### config.mk
export PLATFORM = sky130hd
export DESIGN_NAME = mrope_position_indexer_unit
export DESIGN_NICKNAME = d
export VERILOG_FILES = /design/src/rtl/core/mrpi_pkg.sv /design/src/rtl/core/mrope_position_indexer_unit.sv
export VERILOG_INCLUDE_DIRS = /design/src /design/src/rtl/core
export SDC_FILE = /design/constraint.sdc
export NUM_CORES = 1
export LEC_CHECK = 0
export BUFFER_PORTS_ARGS = -buffer_cell sky130_fd_sc_hd__buf_2
export CELL_PAD_IN_SITES_DETAIL_PLACEMENT = 0
export CELL_PAD_IN_SITES_GLOBAL_PLACEMENT = 1
export CORE_MARGIN = 2
export CORE_UTILIZATION = 51
export DETAILED_ROUTE_END_ITERATION = 16
export MAX_ROUTING_LAYER = met4
export PLACE_DENSITY_LB_ADDON = 0.1
export SKIP_LAST_GASP = 1
export SLEW_MARGIN = 20
export SYNTH_ARGS = -nofsm -noshare
export SYNTH_HDL_FRONTEND = slang
export SYNTH_SLANG_ARGS = --single-unit
### constraint.sdc
create_clock -name clk -period 18.4 [get_ports clk]
set_input_delay 2.76 -clock clk [delete_from_list [all_inputs] [get_ports clk]]
set_output_delay 2.76 -clock clk [all_outputs]
set_load 0.01 [all_outputs]
### src/rtl/core/assert_macros.svh
// Assertion macros for the RTL files of the position indexer.
// Each macro expands to one labeled concurrent assertion on clk.
`ifndef ASSERT_MACROS_SVH
`define ASSERT_MACROS_SVH

// Checked only while out of reset.
`define MRPI_ASSERT(lbl, prop, msg) \
  lbl: assert property (@(posedge clk) disable iff (!rst_n) (prop)) else $error(msg);

// Checked at every clock edge, reset included.
`define MRPI_ASSERT_ALWAYS(lbl, prop, msg) \
  lbl: assert property (@(posedge clk) (prop)) else $error(msg);

`endif

### src/rtl/core/mrpi_pkg.sv
`timescale 1ns / 1ps
// ----------------------------------------------------------------------------
// mrpi_pkg
// Types, constants and helpers for the multimodal rotary position indexer.
// ----------------------------------------------------------------------------
package mrpi_pkg;

  localparam int TOKEN_W  = 18;
  localparam int POS_W    = 20;
  localparam int VIDX_W   = 16;
  localparam int STEP_W   = 10;
  localparam int FRAME_W  = 6;   // frame counter, 0..63
  localparam int GRID_W   = 8;   // row / column counter, 0..255
  localparam int EXT_W    = 16;  // grid extent, up to 63 * 1023
  localparam int CFG_IDX_W  = 3;
  localparam int CFG_DATA_W = 18;

  localparam logic [POS_W-1:0] POS_MAX = '1;

  // Configuration register indexes
  localparam logic [CFG_IDX_W-1:0] CFG_VISION_TOKEN_ID = 3'd0;
  localparam logic [CFG_IDX_W-1:0] CFG_TEMPORAL_STEP   = 3'd1;
  localparam logic [CFG_IDX_W-1:0] CFG_FRAME_COUNT     = 3'd2;
  localparam logic [CFG_IDX_W-1:0] CFG_GRID_ROWS       = 3'd3;
  localparam logic [CFG_IDX_W-1:0] CFG_GRID_COLS       = 3'd4;

  typedef struct packed {
    logic [TOKEN_W-1:0] token;
    logic               first;
  } mrpi_in_t;

  typedef struct packed {
    logic [POS_W-1:0]  t_position;
    logic [POS_W-1:0]  h_position;
    logic [POS_W-1:0]  w_position;
    logic              is_vision;
    logic [VIDX_W-1:0] vision_index;
  } mrpi_out_t;

  // Clip a grown position sum to the position range.
  function automatic logic [POS_W-1:0] sat_pos(input logic [POS_W:0] s);
    logic [POS_W-1:0] r;
    r = (s > {1'b0, POS_MAX}) ? POS_MAX : s[POS_W-1:0];
    return r;
  endfunction

endpackage

### src/rtl/core/mrope_position_indexer_unit.sv
`timescale 1ns / 1ps
// ----------------------------------------------------------------------------
// mrope_position_indexer_unit
// Gives temporal, height and width rotary positions for each prompt token.
// ----------------------------------------------------------------------------
//
//  channel | direction | handshake           | payload
//  --------+-----------+---------------------+----------------------------------
//  in_     | input     | in_valid / in_stall | mrpi_in_t  (token, first)
//  out_    | output    | out_valid/out_stall | mrpi_out_t (t/h/w, vision, index)
//  cfg_    | input     | cfg_we              | cfg_index, cfg_wdata
//
//  One item per cycle sustained while out_ does not stall; an accepted item
//  goes from the input register into the result register, where it shows on
//  out_valid and can leave when out_stall is low.
//  The per-token state update (positions, grid counters) is one pass of
//  adds, small multiplies and compares between those two registers.
//  Reset (rst_n low, synchronous) empties both registers and clears the
//  position state and the configuration to 0, 0, 1, 1, 1.
//  A stall on out_ holds the result register; the input register then fills
//  and in_stall rises only once both hold an item.
// ----------------------------------------------------------------------------
`include "assert_macros.svh"

module mrope_position_indexer_unit
  import mrpi_pkg::*;
(
  input  logic                  clk,
  input  logic                  rst_n,

  input  logic                  in_valid,
  output logic                  in_stall,
  input  mrpi_in_t              in_data,

  output logic                  out_valid,
  input  logic                  out_stall,
  output mrpi_out_t             out_data,

  input  logic                  cfg_we,
  input  logic [CFG_IDX_W-1:0]  cfg_index,
  input  logic [CFG_DATA_W-1:0] cfg_wdata
);

  // Configuration, kept with the grid sizes already clipped and less one
  logic [TOKEN_W-1:0] vtid_r;
  logic [STEP_W-1:0]  step_r;
  logic [FRAME_W-1:0] frames_m1_r;
  logic [GRID_W-1:0]  rows_m1_r;
  logic [GRID_W-1:0]  cols_m1_r;

  // Prompt state
  logic [POS_W-1:0]   next_pos_r,  next_pos_nxt;
  logic [VIDX_W-1:0]  vcount_r,    vcount_nxt;
  logic [FRAME_W-1:0] frame_r,     frame_nxt;
  logic [GRID_W-1:0]  row_r,       row_nxt;
  logic [GRID_W-1:0]  col_r,       col_nxt;
  logic               in_block_r,  in_block_nxt;

  // Pipeline registers
  logic               stg_valid_r;
  mrpi_in_t           stg_item_r;
  logic               out_valid_r;
  mrpi_out_t          out_item_r;
  mrpi_out_t          res;

  logic advance;
  logic fire;

  // Effective state for the item in the input register (first clears it)
  logic [POS_W-1:0]   eff_next;
  logic [VIDX_W-1:0]  eff_vcount;
  logic [FRAME_W-1:0] eff_frame;
  logic [GRID_W-1:0]  eff_row;
  logic [GRID_W-1:0]  eff_col;
  logic               eff_in_block;

  logic               is_vis;
  logic [EXT_W-1:0]   t_off;
  logic [EXT_W-1:0]   ext_mul;
  logic [EXT_W-1:0]   ext;
  logic [POS_W-1:0]   base_pos;

  // Result register empties or moves on: the input register may hand over
  assign advance   = !out_valid_r || !out_stall;
  assign fire      = stg_valid_r && advance;
  assign in_stall  = stg_valid_r && !advance;
  assign out_valid = out_valid_r;
  assign out_data  = out_item_r;

  // ---------------------------------------------------------------------------
  // Configuration writes; out-of-range grid sizes clip to the legal range
  // ---------------------------------------------------------------------------
  always_ff @(posedge clk) begin
    if (!rst_n) begin
      vtid_r      <= '0;
      step_r      <= '0;
      frames_m1_r <= '0;
      rows_m1_r   <= '0;
      cols_m1_r   <= '0;
    end else if (cfg_we) begin
      case (cfg_index)
        CFG_VISION_TOKEN_ID: vtid_r <= cfg_wdata[TOKEN_W-1:0];
        CFG_TEMPORAL_STEP:   step_r <= cfg_wdata[STEP_W-1:0];
        CFG_FRAME_COUNT: begin
          if (cfg_wdata[6:0] == 7'd0) begin
            frames_m1_r <= '0;
          end else if (cfg_wdata[6:0] > 7'd64) begin
            frames_m1_r <= '1;
          end else begin
            frames_m1_r <= FRAME_W'(cfg_wdata[6:0] - 7'd1);
          end
        end
        CFG_GRID_ROWS: begin
          if (cfg_wdata[8:0] == 9'd0) begin
            rows_m1_r <= '0;
          end else if (cfg_wdata[8:0] > 9'd256) begin
            rows_m1_r <= '1;
          end else begin
            rows_m1_r <= GRID_W'(cfg_wdata[8:0] - 9'd1);
          end
        end
        CFG_GRID_COLS: begin
          if (cfg_wdata[8:0] == 9'd0) begin
            cols_m1_r <= '0;
          end else if (cfg_wdata[8:0] > 9'd256) begin
            cols_m1_r <= '1;
          end else begin
            cols_m1_r <= GRID_W'(cfg_wdata[8:0] - 9'd1);
          end
        end
        default: ;  // drop writes beyond the register list
      endcase
    end
  end

  // ---------------------------------------------------------------------------
  // Position logic for the item in the input register
  // ---------------------------------------------------------------------------
  always_comb begin
    eff_next     = stg_item_r.first ? '0 : next_pos_r;
    eff_vcount   = stg_item_r.first ? '0 : vcount_r;
    eff_frame    = stg_item_r.first ? '0 : frame_r;
    eff_row      = stg_item_r.first ? '0 : row_r;
    eff_col      = stg_item_r.first ? '0 : col_r;
    eff_in_block = stg_item_r.first ? 1'b0 : in_block_r;

    is_vis = (stg_item_r.token == vtid_r);

    // Temporal offset of this frame, and the largest grid extent of a block
    t_off   = EXT_W'({{(EXT_W-FRAME_W){1'b0}}, eff_frame} *
                     {{(EXT_W-STEP_W){1'b0}}, step_r});
    ext_mul = EXT_W'({{(EXT_W-FRAME_W){1'b0}}, frames_m1_r} *
                     {{(EXT_W-STEP_W){1'b0}}, step_r});
    ext = ext_mul;
    if ({{(EXT_W-GRID_W){1'b0}}, rows_m1_r} > ext) begin
      ext = {{(EXT_W-GRID_W){1'b0}}, rows_m1_r};
    end
    if ({{(EXT_W-GRID_W){1'b0}}, cols_m1_r} > ext) begin
      ext = {{(EXT_W-GRID_W){1'b0}}, cols_m1_r};
    end

    // Jump past the block that just ended
    base_pos = eff_in_block
             ? sat_pos({1'b0, eff_next} + {{(POS_W+1-EXT_W){1'b0}}, ext}
                       + (POS_W+1)'(1))
             : eff_next;

    next_pos_nxt = eff_next;
    vcount_nxt   = eff_vcount;
    frame_nxt    = eff_frame;
    row_nxt      = eff_row;
    col_nxt      = eff_col;
    in_block_nxt = eff_in_block;

    if (is_vis) begin
      res.t_position   = sat_pos({1'b0, eff_next} +
                                 {{(POS_W+1-EXT_W){1'b0}}, t_off});
      res.h_position   = sat_pos({1'b0, eff_next} +
                                 {{(POS_W+1-GRID_W){1'b0}}, eff_row});
      res.w_position   = sat_pos({1'b0, eff_next} +
                                 {{(POS_W+1-GRID_W){1'b0}}, eff_col});
      res.is_vision    = 1'b1;
      res.vision_index = eff_vcount;

      vcount_nxt   = eff_vcount + VIDX_W'(1);
      in_block_nxt = 1'b1;
      // Advance column, then row, then frame; wrap each at its extent
      if (eff_col >= cols_m1_r) begin
        col_nxt = '0;
        if (eff_row >= rows_m1_r) begin
          row_nxt   = '0;
          frame_nxt = (eff_frame >= frames_m1_r) ? '0 : eff_frame + FRAME_W'(1);
        end else begin
          row_nxt = eff_row + GRID_W'(1);
        end
      end else begin
        col_nxt = eff_col + GRID_W'(1);
      end
    end else begin
      res.t_position   = base_pos;
      res.h_position   = base_pos;
      res.w_position   = base_pos;
      res.is_vision    = 1'b0;
      res.vision_index = '0;

      in_block_nxt = 1'b0;
      next_pos_nxt = sat_pos({1'b0, base_pos} + (POS_W+1)'(1));
    end
  end

  // ---------------------------------------------------------------------------
  // Input register, result register and prompt state
  // ---------------------------------------------------------------------------
  always_ff @(posedge clk) begin
    if (!rst_n) begin
      stg_valid_r <= 1'b0;
      out_valid_r <= 1'b0;
      next_pos_r  <= '0;
      vcount_r    <= '0;
      frame_r     <= '0;
      row_r       <= '0;
      col_r       <= '0;
      in_block_r  <= 1'b0;
    end else begin
      // Take a new item whenever the input register is free or moving on
      if (!in_stall) begin
        stg_valid_r <= in_valid;
        if (in_valid) begin
          stg_item_r <= in_data;
        end
      end
      if (advance) begin
        out_valid_r <= stg_valid_r;
        if (stg_valid_r) begin
          out_item_r <= res;
        end
      end
      // Commit state only when the item moves into the result register
      if (fire) begin
        next_pos_r <= next_pos_nxt;
        vcount_r   <= vcount_nxt;
        frame_r    <= frame_nxt;
        row_r      <= row_nxt;
        col_r      <= col_nxt;
        in_block_r <= in_block_nxt;
      end
    end
  end

  // ---------------------------------------------------------------------------
  // Assertions
  // ---------------------------------------------------------------------------
  `MRPI_ASSERT(a_ordinary_flat,
    out_valid_r && !out_item_r.is_vision |->
      (out_item_r.t_position == out_item_r.h_position) &&
      (out_item_r.h_position == out_item_r.w_position) &&
      (out_item_r.vision_index == '0),
    "ordinary token result has unequal axes or a vision index")
  `MRPI_ASSERT(a_stall_only_when_full,
    in_stall |-> stg_valid_r && out_valid_r && out_stall,
    "input stalled while the pipeline has room")
  `MRPI_ASSERT(a_vision_count_step,
    fire && is_vis && !stg_item_r.first |=> vcount_r == $past(vcount_r) + VIDX_W'(1),
    "vision count did not step on a vision token")
  `MRPI_ASSERT_ALWAYS(a_reset_empties,
    !rst_n |=> !out_valid_r && !stg_valid_r,
    "pipeline holds an item after reset")

endmodule
# Yosys cells after proc, flatten, opt, wreduce, memory -nomap -nowiden

Index checks and enable logic that the tools add are counted.

Register bits after elaboration: 207
Latch bits: 0
Bits in writable memories: 0
Memory bits (read-only): 0
Output and inout port bits: 79
Logic and storage cells: 99
Memories: 0

Add/subtract/negate cells: 12
$mul: 2
Divide/modulo/power cells: 0
$lt $le $gt $ge: 12
Equality and inequality tests: 5
Shift-type cells: 0
Mux-type cells: 31
Bitwise gates (word level): 1
Reductions and logical operators: 16

Operators with widths:

| kind                                                                              | number |
|---|---|
| 20-bit 2-to-1 mux                                                                 | 8 |
| 21-bit by 20-bit greater-than comparator with 1-bit output, second input constant | 5 |
| 77-bit 2-to-1 mux                                                                 | 1 |
| 8-bit 2-to-1 mux                                                                  | 9 |
| 16-bit 2-to-1 mux                                                                 | 4 |
| 20-bit by 16-bit adder with 21-bit output                                         | 2 |
| 20-bit by 8-bit adder with 21-bit output                                          | 2 |
| 6-bit 2-to-1 mux                                                                  | 7 |
| 8-bit by 16-bit greater-than comparator with 1-bit output                         | 2 |
| 6-bit by 10-bit multiplier with 16-bit output                                     | 2 |
| 20-bit by 1-bit adder with 21-bit output, second input constant                   | 1 |
| 21-bit by 1-bit adder with 21-bit output, second input constant                   | 1 |
| 18-bit == test                                                                    | 1 |
| 16-bit by 1-bit adder with 16-bit output, second input constant                   | 1 |
| 8-bit by 1-bit adder with 8-bit output, second input constant                     | 2 |
| 8-bit greater-or-equal comparator                                                 | 2 |
| 2-bit AND reduction                                                               | 5 |
| 9-bit greater-than comparator, second input constant                              | 1 |
| 9-bit logical NOT                                                                 | 1 |
| 8-bit by 1-bit subtractor with 8-bit output, second input constant                | 1 |
| 7-bit greater-than comparator, second input constant                              | 1 |
| 7-bit logical NOT                                                                 | 1 |
| 6-bit by 1-bit adder with 6-bit output, second input constant                     | 1 |
| 3-bit by 2-bit == test with 1-bit output, second input constant                   | 2 |
| other kinds (11)                                                                  | 16 |

# Longest topological paths before layout

Word-level depth: 14
Depth in mapped cells: 48
Gate-level depth less buffers: 46

# Least setup slack after synthesis

OpenSTA, ideal clock, no wires.

Kind: reg2reg
Start point: register step_r[4]
End point: register next_pos_r[11]
Library setup time: 0.085 ns
Arrival time: 9.832 ns
Required time: 18.315 ns
Setup slack: 8.483 ns
Stages on the path, launching flop included: 45
Cells stage by stage: dfxtp_1 -> clkbuf_1 -> and2_1 -> fa_1 -> fa_1 -> inv_1 -> fa_1 -> inv_1 -> ha_1 -> or3_1 -> o21ai_0 -> inv_1 -> o211ai_1 -> and4b_1 -> xnor2_1 -> or4_1 -> nor4_1 -> nand4_2 -> [9 not listed] -> nand4_1 -> mux2i_1 -> ha_1 -> fa_1 -> nand2b_1 -> a21oi_2 -> o41ai_2 -> o311ai_1 -> a21oi_2 -> a22oi_1 -> ha_1 -> o21ai_0 -> a211oi_4 -> nand3_4 -> o41a_1 -> buf_6 -> nor2b_4 -> o31ai_2

Cells in the longest elaborated chain, start to end: 14

RTL lines:

| what                                                       | RTL line                           | text |
|---|---|---|
| start, declared                                            | mrope_position_indexer_unit.sv:46  | `logic [STEP_W-1:0] step_r;` |
| start signal, assigned                                     | mrope_position_indexer_unit.sv:103 | `CFG_TEMPORAL_STEP: step_r <= cfg_wdata[STEP_W-1:0];` |
| 6-bit by 10-bit multiplier with 16-bit output (*)          | mrope_position_indexer_unit.sv:152 | `ext_mul = EXT_W'({{(EXT_W-FRAME_W){1'b0}}, frames_m1_r} *` |
| 8-bit by 16-bit greater-than comparator with 1-bit output  | mrope_position_indexer_unit.sv:155 | `if ({{(EXT_W-GRID_W){1'b0}}, rows_m1_r} > ext) begin` |
| 16-bit 2-to-1 mux (*)                                      | mrope_position_indexer_unit.sv:155 |  |
| 8-bit by 16-bit greater-than comparator with 1-bit output  | mrope_position_indexer_unit.sv:158 | `if ({{(EXT_W-GRID_W){1'b0}}, cols_m1_r} > ext) begin` |
| 16-bit 2-to-1 mux (*)                                      | mrope_position_indexer_unit.sv:158 |  |
| 20-bit by 16-bit adder with 21-bit output (*)              | mrope_position_indexer_unit.sv:164 | `? sat_pos({1'b0, eff_next} + {{(POS_W+1-EXT_W){1'b0}}, ext}` |
| 21-bit by 1-bit adder with 21-bit output (*)               | mrope_position_indexer_unit.sv:165 | `+ (POS_W+1)'(1))` |
| 21-bit by 20-bit greater-than comparator with 1-bit output | mrpi_pkg.sv:43                     | `r = (s > {1'b0, POS_MAX}) ? POS_MAX : s[POS_W-1:0];` |
| 20-bit 2-to-1 mux (*)                                      | mrpi_pkg.sv:43                     |  |
| 20-bit 2-to-1 mux (*)                                      | mrope_position_indexer_unit.sv:164 |  |
| 20-bit by 1-bit adder with 21-bit output (*)               | mrope_position_indexer_unit.sv:207 | `next_pos_nxt = sat_pos({1'b0, base_pos} + (POS_W+1)'(1));` |
| 21-bit by 20-bit greater-than comparator with 1-bit output | mrpi_pkg.sv:43                     |  |
| 20-bit 2-to-1 mux (*)                                      | mrpi_pkg.sv:43                     |  |
| 20-bit 2-to-1 mux (*)                                      | mrope_position_indexer_unit.sv:175 | `if (is_vis) begin` |
| end signal, assigned                                       | mrope_position_indexer_unit.sv:240 | `next_pos_r <= next_pos_nxt;` |
| end, declared                                              | mrope_position_indexer_unit.sv:52  | `logic [POS_W-1:0] next_pos_r, next_pos_nxt;` |

Every way passes the cells marked *; elsewhere a longest branch is shown, timed or not.
A chain may end at the register's enable or synchronous reset.

# Worst setup path after layout

Start point: register frames_m1_r[5]
End point: register next_pos_r[12]

Cells in the longest elaborated chain, start to end: 14

RTL lines:

| what                                                       | RTL line                           | text |
|---|---|---|
| start, declared                                            | mrope_position_indexer_unit.sv:47  | `logic [FRAME_W-1:0] frames_m1_r;` |
| start signal, assigned                                     | mrope_position_indexer_unit.sv:110 | `frames_m1_r <= FRAME_W'(cfg_wdata[6:0] - 7'd1);` |
| 6-bit by 10-bit multiplier with 16-bit output (*)          | mrope_position_indexer_unit.sv:152 |  |
| 8-bit by 16-bit greater-than comparator with 1-bit output  | mrope_position_indexer_unit.sv:155 |  |
| 16-bit 2-to-1 mux (*)                                      | mrope_position_indexer_unit.sv:155 |  |
| 8-bit by 16-bit greater-than comparator with 1-bit output  | mrope_position_indexer_unit.sv:158 |  |
| 16-bit 2-to-1 mux (*)                                      | mrope_position_indexer_unit.sv:158 |  |
| 20-bit by 16-bit adder with 21-bit output (*)              | mrope_position_indexer_unit.sv:164 |  |
| 21-bit by 1-bit adder with 21-bit output (*)               | mrope_position_indexer_unit.sv:165 |  |
| 21-bit by 20-bit greater-than comparator with 1-bit output | mrpi_pkg.sv:43                     |  |
| 20-bit 2-to-1 mux (*)                                      | mrpi_pkg.sv:43                     |  |
| 20-bit 2-to-1 mux (*)                                      | mrope_position_indexer_unit.sv:164 |  |
| 20-bit by 1-bit adder with 21-bit output (*)               | mrope_position_indexer_unit.sv:207 |  |
| 21-bit by 20-bit greater-than comparator with 1-bit output | mrpi_pkg.sv:43                     |  |
| 20-bit 2-to-1 mux (*)                                      | mrpi_pkg.sv:43                     |  |
| 20-bit 2-to-1 mux (*)                                      | mrope_position_indexer_unit.sv:175 |  |

Marks and branches as above.

==> key figures <==
Pwr
  • Leakage power of the design: just over 8 nW
  • Pwr Total: between 1 and 1.5 mW
  • Power per cell area: ~57 mW/mm2
  • VDD IR max: 0.0742 mV

Synth
  • Share of flip-flops with an asynchronous set or reset: 0%
  • Synth Instances: between 1,500 and 2,000
  • Synth cell types: between 80 and 90
  • Most common cell in the synthesized netlist: nand2_1
  • Synthesized cell area: 0.0171 mm2
  • Yosys warns: 0
  • Synth Net Count: 2,247
  • Post-synth top cells: 237 x nand2_1, 196 x a21oi_1, 189 x inv_1
  • Synthesized flop and latch total: ~210
  • Prevailing post-synth register cell: dfxtp_1
  • Synth top area share: between 15 and 20%
  • Post-synthesis sequential area ratio: between 20% and 30%
  • Leading area contributor after synthesis: edfxtp_1
  • Synthesized area per cell: roughly 8.6 um2
  • Area contributors post-synth: edfxtp_1 17%, dfxtp_1 13%, ha_1 9.9%, fa_1 9.6%, a21oi_1 5.7%
  • Number of flops mapped to enable cells by yosys: 96

Setup path
  • WP data required: 18.86 ns
  • CP bufs+invs: 2
  • Slowest cell on crit path: o41a_1
  • CP Launch Type: flip-flop
  • Family with the most delay on the worst path: compound AO/OA/AOI/OAI gates
  • Critical path arrival: 12.53 ns
  • CP Capture Type: flip-flop
  • CP peak stage delay: 0.80 ns
  • Reg2Reg Depth: 41
  • CP max FO: 20
  • CP Depth: 41
  • WS Path Type: flip-flop to flip-flop

Clocking
  • CTS Sinks: approximately 210
  • CTS clk-pin slew, worst paths: about 0.060 ns
  • CTS Buffer Depth: 3
  • Clock Latency Late Sink: 0.54 ns
  • Root Driver: clkbuf_16
  • Cts repair resizes: 0
  • Total CTS buffers: 25
  • Post-CTS Hold Fix Bufs: 0
  • H-tree levels: 1
  • CTS tree: built
  • Post CTS Setup Buffer Count: 0

Detailed routing
  • Total number of vias: 14,400
  • Final WL: between 40 and 50 mm
  • DR vias/cell: between 5 and 6
  • 1st-pass router iterations: 7
  • DR DRC count: 0
  • Routed len/inst: 18.8 um
  • Initial DRC count: 935
  • DRT antenna net count: 0

Layout
  • Multi-input gate area: approximately 0.011 mm2
  • Nets: approximately 2,300
  • FILL cells: about 3,100
  • FF/Latch Area: slightly above 0.005 mm2
  • Area delta synth->final: 10.4%
  • Finished Cell Area: 0.0189 mm2
  • Layout Cells excl Fill: around 2,500
  • Antenna Cells: 0
  • Layout cells sized above 1: a little over a tenth

Timing
  • TNS Setup: 0 ns
  • Period minus WS final: 12.07 ns
  • Final Max Tran Viols: 0
  • Rel. slew slack: 29.4%
  • RSZ-0062 raised after global routing: false
  • Period utilization: approximately two thirds
  • Slack of the critical path: about 6.3 ns
  • Final Hold Vio Count: 0
  • Clock Skews: between 0.02 and 0.025 ns
  • Measured slew at the worst slew-check pin: ~1.1 ns
  • Setup violations, final: 0
  • Peak Freq: between 80 and 90 MHz

Global routing
  • GRT overflow: 0
  • Largest net degree at the start of global routing: 72
  • Initial antenna violation count: 0
  • Vias in the first global route: 14,400
  • Wire length of the first global-routing pass: 76.9 mm
  • Overall Global Routing Usage: roughly 28%

Job
  • Max-cap viol count: 0

Placement
  • HPWL Detailed: around 37 mm
  • Port bufs: about 120
  • RePlAce Congestion: ~0.93
  • Place WS: 6.34 ns
  • Placed Area: approximately 0.018 mm2
  • Placed Instances: about 2,500

Hold path
  • Hold depth: 2
  • Min-Delay Path Class: flip-flop to flip-flop

Run status
  • Outcome: complete, no violations

Floorplan
  • Die Y: 187 um
  • FP Rows: 67
  • Chip width: between 150 and 200 um
  • Initial core utilization: 51.3%
  • Die ar.: 0.0350 mm2
  • IO Pins: 124
  • Core area: roughly 0.033 mm2
## state kept, by name (all words and copies together) (netlist names), 6 cells and up
name,flops
out_data,77
vtid_r,18
rows_m1_r,8
cols_m1_r,8
frame_r,6
step_r,10
vcount_r,16
stg_item_r,19
next_pos_r,20
row_r,8
frames_m1_r,6
col_r,8
## final cells by class
class	count	share of cell area [%]
clock buffer	36	3.75
inverter	192	3.83
clock inverter	9	0.385
timing repair buffer	145	4.14
multi-input combinational	1496	57.9
sequential	207	27.1
tap	448	2.97
## cell usage in the layout, fill, tap and decap left out, types with 78 or more instances in the layout
cell,count
xnor2_1,78
ha_1,135
fa_1,82
a21oi_1,196
dfxtp_1,111
nor2_1,123
nand2_1,237
edfxtp_1,96
buf_2,123
inv_1,187
## power breakdown
group / internal (mW) / leakage (nW) / switching [mW] / total, mW
Sequential: 0.490 / 1.82 / 0.00819 / 0.498
Clock: 0.279 / 0.382 / 0.193 / 0.472
Combinational: 0.0347 / 6.04 / 0.0633 / 0.0980
Total: 0.804 / 8.23 / 0.264 / 1.07
## kinds of logic (layout without fill, tap and decap cells)
kind of cell / Yosys count / after routing / synth area share (%)
AO/OA/AOI/OAI: 447 / 447 / 16.9
buffers and inverters: 282 / 382 / 6.28
multiplexers: 31 / 31 / 1.86
XOR/XNOR: 109 / 109 / 5.59
flip-flops: 207 / 207 / 29.9
AND/OR/NAND/NOR: 692 / 692 / 20.0
adder cells (fa/ha/maj): 217 / 217 / 19.5
## final timing paths
path / from / end / slack (ns)
max: frames_m1_r[5] / next_pos_r[12] / 6.33
min: frame_r[5] / frame_r[5] / 0.45
max reg2reg: frames_m1_r[5] / next_pos_r[12] / 6.33
min reg2reg: frame_r[5] / frame_r[5] / 0.45
## per-stage QoR
| step | hold slack, ns | util, % |
|---|---|---|
| floorplan | 0.420 | - |
| global placement | 0.434 | 54.3 |
| detailed placement | 0.439 | 54.3 |
| CTS | 0.451 | 56.7 |
| global route | 0.476 | 56.7 |
| finish | 0.447 | 56.7 |
## worst register-to-register path: cells and delay by family, from the launching register on
| family | cells | cell delay (ns) |
|---|---|---|
| flops | 1 | 0.57 |
| mux | 2 | 0.52 |
| compound gates | 17 | 4.50 |
| fa+ha+maj | 8 | 3.18 |
| xor+xnor | 1 | 0.15 |
| buf+inv | 2 | 0.11 |
| simple gates | 11 | 2.96 |
## metal layers
| layer | routed length, um | vias up | GRT usage (%) |
|---|---|---|---|
| li1 | - | 7024 | - |
| met1 | 20800 | 6892 | 35.3 |
| met2 | 22500 | 404 | 46.9 |
| met3 | 2240 | 107 | 3.11 |
| met4 | 2150 | 0 | 12.3 |
| met5 | 0 | - | - |
No activity file was read; power rests on OpenSTA's default activity.
